<file path="config.mk">
export PLATFORM = sky130hd
export DESIGN_NAME = joystick_conditioner_autorepeat_flat
export DESIGN_NICKNAME = d
export VERILOG_FILES = /design/src/hdl/jca_pkg.sv /design/src/hdl/jca_in_if.sv /design/src/hdl/jca_out_if.sv /design/src/hdl/joystick_conditioner_autorepeat.sv /design/src/flat_wrapper.sv
export SDC_FILE = /design/constraint.sdc
export NUM_CORES = 1
export LEC_CHECK = 0
export BUFFER_PORTS_ARGS = -buffer_cell sky130_fd_sc_hd__buf_2
export CAP_MARGIN = 20
export CELL_PAD_IN_SITES_DETAIL_PLACEMENT = 0
export CELL_PAD_IN_SITES_GLOBAL_PLACEMENT = 2
export CORE_ASPECT_RATIO = 0.9
export CORE_MARGIN = 8
export CORE_UTILIZATION = 43
export CTS_CLUSTER_SIZE = 20
export DETAILED_ROUTE_END_ITERATION = 16
export GPL_TIMING_DRIVEN = 0
export PLACE_DENSITY = 0.94
export SLEW_MARGIN = 0
export SYNTH_ARGS = -nofsm -noshare
export SYNTH_HDL_FRONTEND = slang
export SYNTH_SLANG_ARGS = --single-unit
export TNS_END_PERCENT = 5
</file>
<file path="constraint.sdc">
create_clock -name clk -period 29 [get_ports clk]
set_input_delay 2.9 -clock clk [delete_from_list [all_inputs] [get_ports clk]]
set_output_delay 2.9 -clock clk [all_outputs]
set_load 0.02 [all_outputs]
</file>
<file path="src/hdl/jca_pkg.sv">
// shared types and constants for the joystick conditioner
package jca_pkg;

  localparam int BTN_W    = 16;
  localparam int RAW_W    = 11;
  localparam int AXIS_W   = 8;
  localparam int DIR_W    = 4;
  localparam int DZ_W     = 7;
  localparam int CNT_W    = 8;
  localparam int CFG_IDX_W  = 2;
  localparam int CFG_DATA_W = 8;

  // merged axis: raw plus or minus one full swing from each button
  localparam int MRG_W    = 13;
  localparam int MAG_W    = 10;
  localparam int Q_W      = 7;

  localparam int AXIS_FULL   = 1000;
  localparam int AXIS_SCALE  = 127;
  localparam int DIR_NEUTRAL = 5;
  localparam int DIR_ROW     = 3;

  // x*127/1000 as x*SCALE_MULT >> SCALE_SHIFT, exact for |x| <= 1000
  localparam int SCALE_SHIFT = 27;
  localparam longint SCALE_MULT = (longint'(AXIS_SCALE) * ((64'd1 << SCALE_SHIFT) / AXIS_FULL + 1));
  localparam int PROD_W = 35;

  localparam int BTN_DOWN  = 0;
  localparam int BTN_LEFT  = 1;
  localparam int BTN_RIGHT = 2;
  localparam int BTN_UP    = 3;

  localparam logic [CFG_IDX_W-1:0] CFG_DEAD_ZONE     = 2'd0;
  localparam logic [CFG_IDX_W-1:0] CFG_FIRST_DELAY   = 2'd1;
  localparam logic [CFG_IDX_W-1:0] CFG_REPEAT_PERIOD = 2'd2;

  localparam logic [DZ_W-1:0]  DEAD_ZONE_RST     = 7'd64;
  localparam logic [CNT_W-1:0] FIRST_DELAY_RST   = 8'd20;
  localparam logic [CNT_W-1:0] REPEAT_PERIOD_RST = 8'd4;

  typedef logic [BTN_W-1:0]         btn_t;
  typedef logic signed [RAW_W-1:0]  raw_t;
  typedef logic signed [AXIS_W-1:0] axis_t;
  typedef logic [DIR_W-1:0]         dir_t;

  typedef struct packed {
    logic           neg;
    logic [Q_W-1:0] mag;
  } cond_axis_t;

endpackage

</file>
<file path="src/hdl/jca_in_if.sv">
// input channel: one frame tick of buttons and raw stick axes
interface jca_in_if import jca_pkg::*; ();
  logic valid;
  logic ready;
  btn_t buttons;
  raw_t raw_x;
  raw_t raw_y;

  modport source (output valid, output buttons, output raw_x, output raw_y, input ready);
  modport sink   (input valid, input buttons, input raw_x, input raw_y, output ready);
endinterface

</file>
<file path="src/hdl/jca_out_if.sv">
// result channel: new presses, conditioned axes and digital direction
interface jca_out_if import jca_pkg::*; ();
  logic  valid;
  logic  ready;
  btn_t  new_presses;
  axis_t axis_x;
  axis_t axis_y;
  dir_t  direction;

  modport source (output valid, output new_presses, output axis_x, output axis_y,
                  output direction, input ready);
  modport sink   (input valid, input new_presses, input axis_x, input axis_y,
                  input direction, output ready);
endinterface

</file>
<file path="src/hdl/joystick_conditioner_autorepeat.sv">
// joystick conditioner with edge detect, axis scaling and typematic repeat
// a beat accepted into the input register moves on to the result register, which drives
//   the result channel; a stall on the result channel holds both registers
// throughput: one beat per cycle while the result channel is ready; the input register
//   and the result register each hand over in the same cycle they take a new beat
// reset (rst_n low, synchronous): both stages empty, button history, repeat latch
//   and hold counter cleared, registers back to dead_zone 64, first_delay 20,
//   repeat_period 4
module joystick_conditioner_autorepeat import jca_pkg::*; #(
  parameter int BUTTON_BITS = 16
) (
  input  logic                  clk,
  input  logic                  rst_n,
  jca_in_if.sink                in_ch,
  jca_out_if.source             out_ch,
  input  logic                  cfg_we,
  input  logic [CFG_IDX_W-1:0]  cfg_index,
  input  logic [CFG_DATA_W-1:0] cfg_wdata
);

  // only the low buttons are tracked; the input field caps it at 16
  localparam int KEEP_W = (BUTTON_BITS < BTN_W) ? BUTTON_BITS : BTN_W;

  localparam logic signed [MRG_W-1:0] MRG_FULL = MRG_W'(AXIS_FULL);
  localparam logic [MAG_W-1:0]        MAG_FULL = MAG_W'(AXIS_FULL);
  localparam logic [PROD_W-1:0]       MULT_K   = PROD_W'(SCALE_MULT);

  // configuration registers
  logic [DZ_W-1:0]  dead_zone_r;
  logic [CNT_W-1:0] first_delay_r;
  logic [CNT_W-1:0] repeat_period_r;

  // input stage
  logic s1_valid_r;
  btn_t s1_buttons_r;
  raw_t s1_raw_x_r;
  raw_t s1_raw_y_r;

  // block state carried from beat to beat
  logic [KEEP_W-1:0] prev_buttons_r, prev_buttons_nxt;
  logic              repeat_latched_r, repeat_latched_nxt;
  logic [CNT_W-1:0]  hold_count_r, hold_count_nxt;

  // result stage
  logic  out_valid_r;
  btn_t  new_presses_r, new_presses_nxt;
  axis_t axis_x_r, axis_x_nxt;
  axis_t axis_y_r, axis_y_nxt;
  dir_t  direction_r, direction_nxt;

  logic advance;
  logic xfer;

  // merge the two buttons into a raw axis, clamp to full swing and scale by 127/1000
  function automatic cond_axis_t condition_axis(input raw_t raw, input logic plus,
                                                input logic minus);
    logic signed [MRG_W-1:0] merged;
    logic [MRG_W-1:0]        abs_val;
    logic [MAG_W-1:0]        mag;
    logic [PROD_W-1:0]       prod;
    cond_axis_t              res;
    merged  = MRG_W'(raw) + (plus ? MRG_FULL : '0) - (minus ? MRG_FULL : '0);
    abs_val = merged[MRG_W-1] ? MRG_W'(-merged) : MRG_W'(merged);
    if (merged >= MRG_FULL || merged <= -MRG_FULL) begin
      mag = MAG_FULL;
    end else begin
      mag = abs_val[MAG_W-1:0];
    end
    // reciprocal multiply stands in for the divide by 1000
    prod    = PROD_W'(mag) * MULT_K;
    res.neg = merged[MRG_W-1];
    res.mag = prod[SCALE_SHIFT +: Q_W];
    return res;
  endfunction

  // a beat moves from the input register to the result register
  assign advance     = !out_valid_r || out_ch.ready;
  assign xfer        = s1_valid_r && advance;
  assign in_ch.ready = !s1_valid_r || advance;

  cond_axis_t cx, cy;
  logic [KEEP_W-1:0] btn_k;
  logic x_pos, x_neg, y_pos, y_neg;
  logic released;
  logic [CNT_W:0] next_cnt;
  logic [CNT_W:0] after_rep;
  logic [DIR_W-1:0] dir_col, dir_row;

  always_comb begin
    btn_k = s1_buttons_r[KEEP_W-1:0];
    cx = condition_axis(s1_raw_x_r, s1_buttons_r[BTN_RIGHT], s1_buttons_r[BTN_LEFT]);
    // positive y is down
    cy = condition_axis(s1_raw_y_r, s1_buttons_r[BTN_DOWN], s1_buttons_r[BTN_UP]);

    // edge detect against the previous tick
    new_presses_nxt  = BTN_W'(btn_k & ~prev_buttons_r);
    prev_buttons_nxt = btn_k;

    axis_x_nxt = cx.neg ? -AXIS_W'(cx.mag) : AXIS_W'(cx.mag);
    axis_y_nxt = cy.neg ? -AXIS_W'(cy.mag) : AXIS_W'(cy.mag);

    // beyond the dead zone in either sense, from sign and magnitude
    x_pos = !cx.neg && (cx.mag > dead_zone_r);
    x_neg =  cx.neg && (cx.mag > dead_zone_r);
    y_pos = !cy.neg && (cy.mag > dead_zone_r);
    y_neg =  cy.neg && (cy.mag > dead_zone_r);

    // numpad layout: right adds one, up adds a row
    dir_col = x_pos ? DIR_W'(DIR_NEUTRAL + 1) :
              x_neg ? DIR_W'(DIR_NEUTRAL - 1) : DIR_W'(DIR_NEUTRAL);
    dir_row = y_neg ? DIR_W'(DIR_ROW) : '0;
    if (repeat_latched_r) begin
      direction_nxt = DIR_W'(DIR_NEUTRAL);
    end else if (y_pos) begin
      direction_nxt = dir_col - DIR_W'(DIR_ROW);
    end else begin
      direction_nxt = dir_col + dir_row;
    end

    // hold counter: clear inside the dead zone, else count toward the next repeat
    released  = (cx.mag < dead_zone_r) && (cy.mag < dead_zone_r);
    next_cnt  = {1'b0, hold_count_r} + (CNT_W+1)'(1);
    after_rep = (next_cnt >= {1'b0, repeat_period_r}) ?
                next_cnt - {1'b0, repeat_period_r} : '0;
    if (released) begin
      repeat_latched_nxt = 1'b0;
      hold_count_nxt     = '0;
    end else if (next_cnt >= {1'b0, first_delay_r}) begin
      // repeat fires: step back one period and let the direction through
      repeat_latched_nxt = 1'b0;
      hold_count_nxt     = after_rep[CNT_W] ? '1 : after_rep[CNT_W-1:0];
    end else begin
      repeat_latched_nxt = 1'b1;
      hold_count_nxt     = next_cnt[CNT_W] ? '1 : next_cnt[CNT_W-1:0];
    end
  end

  // configuration writes
  always_ff @(posedge clk) begin
    if (!rst_n) begin
      dead_zone_r     <= DEAD_ZONE_RST;
      first_delay_r   <= FIRST_DELAY_RST;
      repeat_period_r <= REPEAT_PERIOD_RST;
    end else if (cfg_we) begin
      unique case (cfg_index)
        CFG_DEAD_ZONE:     dead_zone_r     <= cfg_wdata[DZ_W-1:0];
        CFG_FIRST_DELAY:   first_delay_r   <= cfg_wdata[CNT_W-1:0];
        CFG_REPEAT_PERIOD: repeat_period_r <= cfg_wdata[CNT_W-1:0];
        default: ;
      endcase
    end
  end

  // control and state
  always_ff @(posedge clk) begin
    if (!rst_n) begin
      s1_valid_r       <= 1'b0;
      out_valid_r      <= 1'b0;
      prev_buttons_r   <= '0;
      repeat_latched_r <= 1'b0;
      hold_count_r     <= '0;
    end else begin
      if (in_ch.ready) begin
        s1_valid_r <= in_ch.valid;
      end
      if (advance) begin
        out_valid_r <= s1_valid_r;
      end
      if (xfer) begin
        prev_buttons_r   <= prev_buttons_nxt;
        repeat_latched_r <= repeat_latched_nxt;
        hold_count_r     <= hold_count_nxt;
      end
    end
  end

  // payload registers
  always_ff @(posedge clk) begin
    if (in_ch.valid && in_ch.ready) begin
      s1_buttons_r <= in_ch.buttons;
      s1_raw_x_r   <= in_ch.raw_x;
      s1_raw_y_r   <= in_ch.raw_y;
    end
    if (xfer) begin
      new_presses_r <= new_presses_nxt;
      axis_x_r      <= axis_x_nxt;
      axis_y_r      <= axis_y_nxt;
      direction_r   <= direction_nxt;
    end
  end

  assign out_ch.valid       = out_valid_r;
  assign out_ch.new_presses = new_presses_r;
  assign out_ch.axis_x      = axis_x_r;
  assign out_ch.axis_y      = axis_y_r;
  assign out_ch.direction   = direction_r;

  // latch only holds while the counter is running
  a_latch_count: assert property (@(posedge clk) disable iff (!rst_n)
    repeat_latched_r |-> (hold_count_r != '0))
    else $error("repeat latch set with zero hold count");

  // state moves only when a beat passes into the result register
  a_state_hold: assert property (@(posedge clk) disable iff (!rst_n)
    !xfer |=> $stable(hold_count_r) && $stable(repeat_latched_r))
    else $error("repeat state changed without a beat");

  // an empty result register never blocks the input
  a_ready_free: assert property (@(posedge clk) disable iff (!rst_n)
    !out_valid_r |-> in_ch.ready)
    else $error("input stalled with empty result register");

  // direction stays on the keypad
  a_dir_range: assert property (@(posedge clk) disable iff (!rst_n)
    out_valid_r |-> (direction_r >= DIR_W'(1)) && (direction_r <= DIR_W'(9)))
    else $error("direction off the keypad");

  // scaled axes never reach the most negative code
  a_axis_range: assert property (@(posedge clk) disable iff (!rst_n)
    out_valid_r |-> (axis_x_r != axis_t'(-128)) && (axis_y_r != axis_t'(-128)))
    else $error("scaled axis out of range");

endmodule

</file>
<file path="src/flat_wrapper.sv">
// flat-port wrapper written by rule: the top's interface ports become plain ports
module joystick_conditioner_autorepeat_flat import jca_pkg::*;
#(
  parameter int BUTTON_BITS = 16
)
  (clk, rst_n, cfg_we, cfg_index, cfg_wdata, in_ch_valid, in_ch_buttons, in_ch_raw_x, in_ch_raw_y, in_ch_ready, out_ch_valid, out_ch_new_presses, out_ch_axis_x, out_ch_axis_y, out_ch_direction, out_ch_ready);
  jca_in_if in_ch_i ();
  jca_out_if out_ch_i ();
  input  logic clk;
  input  logic rst_n;
  input  logic cfg_we;
  input  logic [CFG_IDX_W-1:0] cfg_index;
  input  logic [CFG_DATA_W-1:0] cfg_wdata;
  input wire logic [$bits(in_ch_i.valid)-1:0] in_ch_valid;
  input wire logic [$bits(in_ch_i.buttons)-1:0] in_ch_buttons;
  input wire logic [$bits(in_ch_i.raw_x)-1:0] in_ch_raw_x;
  input wire logic [$bits(in_ch_i.raw_y)-1:0] in_ch_raw_y;
  output wire logic [$bits(in_ch_i.ready)-1:0] in_ch_ready;
  output wire logic [$bits(out_ch_i.valid)-1:0] out_ch_valid;
  output wire logic [$bits(out_ch_i.new_presses)-1:0] out_ch_new_presses;
  output wire logic [$bits(out_ch_i.axis_x)-1:0] out_ch_axis_x;
  output wire logic [$bits(out_ch_i.axis_y)-1:0] out_ch_axis_y;
  output wire logic [$bits(out_ch_i.direction)-1:0] out_ch_direction;
  input wire logic [$bits(out_ch_i.ready)-1:0] out_ch_ready;
  assign in_ch_i.valid = in_ch_valid;
  assign in_ch_i.buttons = in_ch_buttons;
  assign in_ch_i.raw_x = in_ch_raw_x;
  assign in_ch_i.raw_y = in_ch_raw_y;
  assign in_ch_ready = in_ch_i.ready;
  assign out_ch_valid = out_ch_i.valid;
  assign out_ch_new_presses = out_ch_i.new_presses;
  assign out_ch_axis_x = out_ch_i.axis_x;
  assign out_ch_axis_y = out_ch_i.axis_y;
  assign out_ch_direction = out_ch_i.direction;
  assign out_ch_i.ready = out_ch_ready;
  joystick_conditioner_autorepeat #(.BUTTON_BITS(BUTTON_BITS)) u_core (.clk(clk), .rst_n(rst_n), .in_ch(in_ch_i), .out_ch(out_ch_i), .cfg_we(cfg_we), .cfg_index(cfg_index), .cfg_wdata(cfg_wdata));
endmodule
</file>
Yosys cells after proc, flatten, opt, wreduce, memory -nomap -nowiden:

Cells that the tools add are included.

* register bits after elaboration: 124
* input port bits: 53
* output and inout bits: 38
* word-level logic and storage cells: 85

* add/subtract/negate cells: 12
* multiply operators: 2
* $lt $le $gt $ge: 10
* eq/ne operators: 2
* multiplexer cells: 21
* bitwise logic cells: 2
* reductions and logical operators: 19

Operators by type and width (count)
* 10-bit two-way mux: 8
* 10-bit by 24-bit multiplier with 33-bit output, second input constant: 2
* 8-bit two-way mux: 4
* 13-bit adder: 2
* 13-bit by 11-bit greater-or-equal comparator with 1-bit output, second input constant: 2
* 13-bit by 11-bit <= comparator with 1-bit output, second input constant: 2
* 13-bit by 10-bit subtractor with 13-bit output: 2
* 10-bit negator: 2
* 9-bit by 8-bit greater-or-equal comparator with 1-bit output: 2
* 16-bit bitwise AND: 1
* 7-bit negator with 8-bit output: 2
* 16-bit NOT: 1
* 7-bit greater-than comparator: 2
* 7-bit < comparator: 2
* 7-bit two-way mux: 2
* 8-bit by 1-bit adder with 9-bit output, second input constant: 1
* 9-bit two-way mux: 1
* 9-bit by 8-bit subtractor with 9-bit output: 1
* 4-bit two-way mux: 2
* 1-bit logical AND: 7
* 2-bit AND reduction: 3
* 4-bit adder: 1
* 1-bit logical NOT: 4
* 1-bit logical OR: 4
* other kinds (6): 8

Longest topological paths before layout:

* depth after elaboration: 13
* gate-level depth with buffers: 46
* gate-level depth less buffers: 45

Worst setup path before layout:

No wires, ideal clock.

* path kind: register to register
* start point: register u_core.s1_buttons_r[1], in the netlist u_core.btn_k[1]
* end point: register u_core.direction_r[2], in the netlist u_core.out_ch.direction[2], data pin
* library setup time: 256 ps
* arrival time: 9301 ps
* required time: 28744 ps
* path slack: 19443 ps
* cell stages (with the launch flop): 40
* path buffers: 1
* clock period less this slack: 9557 ps
* cells stage by stage: edfxtp_1 > fa_1 > inv_1 > ha_1 > a21oi_1 > mux2_2 > a311o_2 > o211ai_1 > o41ai_2 > nand2b_1 > clkbuf_1 > nand2_1 > ha_1 > inv_1 > fa_1 > inv_1 > fa_1 > inv_1 > [... 4 more ...] > nand3_1 > nor2_1 > nand3_1 > nor2_1 > and3b_1 > o2bb2ai_2 > o41a_1 > a21o_1 > xor2_1 > ha_1 > a21o_1 > a21o_1 > a221oi_1 > a41oi_1 > and2_1 > fa_1 > xor2_1 > nand2b_1

* longest elaborated chain between the ends: 12

Ends and longest elaborated chain
* start: declaration: RTL line joystick_conditioner_autorepeat.sv:35 `btn_t s1_buttons_r;`
* start signal: assignment: RTL line joystick_conditioner_autorepeat.sv:180 `s1_buttons_r <= in_ch.buttons;`
* 10-bit two-way mux (*): RTL line joystick_conditioner_autorepeat.sv:62 `merged = MRG_W'(raw) + (plus ? MRG_FULL : '0) - (minus ? MRG_FULL : '0);`
* 13-bit by 10-bit subtractor with 13-bit output (*): RTL line joystick_conditioner_autorepeat.sv:62
* 10-bit negator, or another cell as far along: RTL line joystick_conditioner_autorepeat.sv:63 `abs_val = merged[MRG_W-1] ? MRG_W'(-merged) : MRG_W'(merged);`
* 10-bit two-way mux / 1-bit logical OR (equally long branches): RTL line joystick_conditioner_autorepeat.sv:63, joystick_conditioner_autorepeat.sv:64
* 10-bit two-way mux: RTL line joystick_conditioner_autorepeat.sv:64 `if (merged >= MRG_FULL || merged <= -MRG_FULL) begin`
* 10-bit by 24-bit multiplier with 33-bit output: RTL line joystick_conditioner_autorepeat.sv:70 `prod = PROD_W'(mag) * MULT_K;`
* 7-bit greater-than comparator: RTL line joystick_conditioner_autorepeat.sv:103, joystick_conditioner_autorepeat.sv:104
* 1-bit logical AND: RTL line joystick_conditioner_autorepeat.sv:104 `x_neg = cx.neg && (cx.mag > dead_zone_r);`
* 1-bit two-way mux: RTL line joystick_conditioner_autorepeat.sv:110 `x_neg ? DIR_W'(DIR_NEUTRAL - 1) : DIR_W'(DIR_NEUTRAL);`
* 4-bit two-way mux (*): RTL line joystick_conditioner_autorepeat.sv:109 `dir_col = x_pos ? DIR_W'(DIR_NEUTRAL + 1) :`
* 4-bit adder / 4-bit by 2-bit subtractor with 4-bit output (equally long branches): RTL line joystick_conditioner_autorepeat.sv:117, joystick_conditioner_autorepeat.sv:115
* 4-bit two-way mux (*): RTL line joystick_conditioner_autorepeat.sv:114 `end else if (y_pos) begin`
* end signal: assignment: RTL line joystick_conditioner_autorepeat.sv:188 `direction_r <= direction_nxt;`
* end: declaration: RTL line joystick_conditioner_autorepeat.sv:49 `dir_t direction_r, direction_nxt;`

Mark *: on every way between the ends. The rest lies on a longest branch, timed or not.
A chain may end at the register's enable or synchronous reset.

Final worst setup path:

Ends and elaborated chain as after synthesis.

==> metrics.md <==
| Metric | Value |
|---|---|
| Worst-path fanout max | 9 |
| Post-route cell area | 14900 um^2 |
| Initial antenna violation count | 0 |
| Routed len/inst | 15.7 um |
| Gr usage total | 0.172 |
| H-tree depth | 4 |
| Grt total ovfl | 0 |
| DR DRC count | 0 |
| Max incr delay on CP | 0.76 ns |
| Final cell count without fillers | 1958 |
| Worst EP arrival | 11.13 ns |
| Critical Path RT | 29.16 ns |
| Post-DP HPWL | 25500 um |
| Clock Latency Late Sink | 0.43 ns |
| Pin count of the biggest net entering global routing | 35 |
| Clk buf depth | 2 |
| Initial core utilization | 0.434 |
| Share of the synthesized area in the top cell type | 0.228 |
| Postcts setup bufs | 0 |
| Most common flop cell mapped by yosys | edfxtp_1 |
| Clock transition at the registers of the reported paths | 0.06 ns |
| Fill count | 2951 |
| Crit Path Category | reg2reg |
| CTS tree | done |
| Final hold viol count | 0 |
| Gpl congestion | 0.855 |
| Commonest cells in the netlist | ha_1, inv_1, nand2_1 |
| Die X | 201 um |
| Final setup fails | 0 |
| Post-synth EDFFs | 74 |
| Crit end category | flip-flop |
| Multi-input gate area | 9100 um^2 |
| Die Ht | 183 um |
| Worst hold-check path type | reg2reg |
| I/O pin cnt | 91 |
| Gate Count Post-Synth | 1426 |
| Syn Area/Cell | 9.34 um^2 |
| ANT nets after route | 0 |
| RSZ-0062 raised after global routing | no |
| Post-synth top area cell | ha_1 |
| Placed insts | 1926 |
| Sequential standard cell area | 3220 um^2 |
| Ratio of cells with drive above 1 in the final layout | 0.101 |
| Clk sinks | 124 |
| Final wirelength | 30800 um |
| Max transition margin | 0.382 |
| Clock Skew | 0.0119 ns |
| Fin Setup TNS | 0 ns |
| FMAX | 0.0912 GHz |
| Syn. warnings | 0 |
| Worst Setup Start Kind | flip-flop |
| Area grow syn2layout | 12.0% |
| DIE AREA | 36900 um^2 |
| CTS resizes | 0 |
| Min cycle time layout | 10.97 ns |
| Vias in the first global route | 10300 |
| Clock Tree Root | clkbuf_16 |
| Final period utilization | 0.378 |
| DRT Pass-1 Iters | 5 |
| Final Hold Slack | 0.468 ns |
| Post-Syn Nets | 1798 |
| N_diodes | 0 |
| Cell Rows | 61 |
| Netlist cell types | 82 |
| Via density | 5.16 |
| Starting DRT DRC Count | 415 |
| Slowest CP cell | o211ai_1 |
| Core Area | 30700 um^2 |
| Port bufs | 89 |
| Post-synthesis sequential area ratio | 0.242 |
| Synth area leaders | ha_1, edfxtp_1, fa_1, dfxtp_1, inv_1 |
| Yosys reg bits | 124 |
| Reg-to-reg slack, setup | 18.03 ns |
| Final nets | 1908 |
| Slew Viols, Final | 0 |
| Routed vias | 10100 |
| Maxcap violations | 0 |
| Status | completed |
| Num CTS Buffers | 17 |
| Mapped cell area | 13300 um^2 |
| Worst-Margin Slew | 0.924 ns |
| First-pass GRT wire length | 51900 um |
| Dpl cell area | 14300 um^2 |
| Post-synth ARST share | 0 |
| Hold buffer count at cts | 0 |
| Most numerous cell in the Yosys netlist | ha_1 |
stage by stage:
step | setup WS, ns | util
finish | 18.03 | 0.486
global route | 17.46 | 0.486
CTS | 18.06 | 0.486
detailed placement | 18.13 | 0.467
global placement | 18.16 | 0.465
floorplan | 19.44 | -
worst paths after layout:
check | from | to | depth (start not counted)
worst max-delay path | u_core.btn_k[1] | u_core.out_ch.direction[2] | 35
worst min-delay path | u_core.prev_buttons_r[13] | u_core.prev_buttons_r[13] | 2
worst max register to register | u_core.btn_k[1] | u_core.out_ch.direction[2] | 35
worst min register to register | u_core.prev_buttons_r[13] | u_core.prev_buttons_r[13] | 2
critical path, delay by kind of cell (launching register included):
| family | cells | cell delay, ns |
|---|---|---|
| compound gates | 15 | 4.22 |
| xor+xnor | 2 | 0.50 |
| fa+ha+maj | 10 | 4.08 |
| buf+inv | 3 | 0.17 |
| flops | 1 | 0.59 |
| mux | 1 | 0.38 |
| simple gates | 4 | 0.73 |
final cells by class:
type,count,area share
Clock buffer,17,0.0285
Buffer,21,0.00554
Tap cell,409,0.0343
Sequential cell,124,0.216
Clock inverter,15,0.0119
Inverter,243,0.0611
Multi-Input combinational cell,1038,0.610
Timing Repair Buffer,91,0.0325
per-layer routing:
layer / share of wire / up-vias / track usage / wire (um)
met5: 0 / - / 0 / 0
met4: 0.011 / 0 / 0.0359 / 329
met3: 0.033 / 21 / 0.0280 / 1030
met2: 0.46 / 146 / 0.282 / 14200
met1: 0.50 / 4809 / 0.237 / 15300
li1: - / 5137 / - / -
cells by family (layout without fill, tap and decap cells):
| kind of cell | Yosys count | in the layout | synth area share |
|---|---|---|---|
| AOI/OAI and AO/OA | 288 | 288 | 0.154 |
| xor gates and xnor gates | 56 | 56 | 0.0374 |
| adders and majority gates | 319 | 319 | 0.343 |
| buffers and inverters | 264 | 387 | 0.0746 |
| DFF | 124 | 124 | 0.242 |
| muxes | 21 | 21 | 0.0161 |
| and+or+nand+nor | 354 | 354 | 0.133 |
flip-flops by register name, indices dropped and copies added, names as in the netlist, 7 cells and up:
name,flops
u_core.out_ch.axis_y,8
u_core.out_ch.axis_x,8
u_core.dead_zone_r,7
u_core.hold_count_r,8
u_core.s1_raw_x_r,11
u_core.first_delay_r,8
u_core.btn_k,16
u_core.out_ch.new_presses,16
u_core.s1_raw_y_r,11
u_core.prev_buttons_r,16
u_core.repeat_period_r,8
cell usage in the layout (no fill, tap or decap), drive strengths merged, types with 12 or more instances in the layout:
master	Yosys	final
clkbuf	19	36
nand3	20	20
nor3	12	12
and2	12	12
ha	243	243
dfxtp	50	50
nand2b	16	16
a211oi	12	12
a21o	52	52
fa	76	76
o211ai	15	15
inv	242	249
o21a	13	13
o21ai	36	36
a21boi	33	33
xor2	25	25
nor2	60	60
a21oi	56	56
mux2i	18	18
edfxtp	74	74
buf	2	93
nand2	127	127
nor2b	47	47
xnor2	31	31
Power is left out: the tool's default activity adds up to more than one toggle a clock period on the data nets, which glitch-free logic cannot reach.
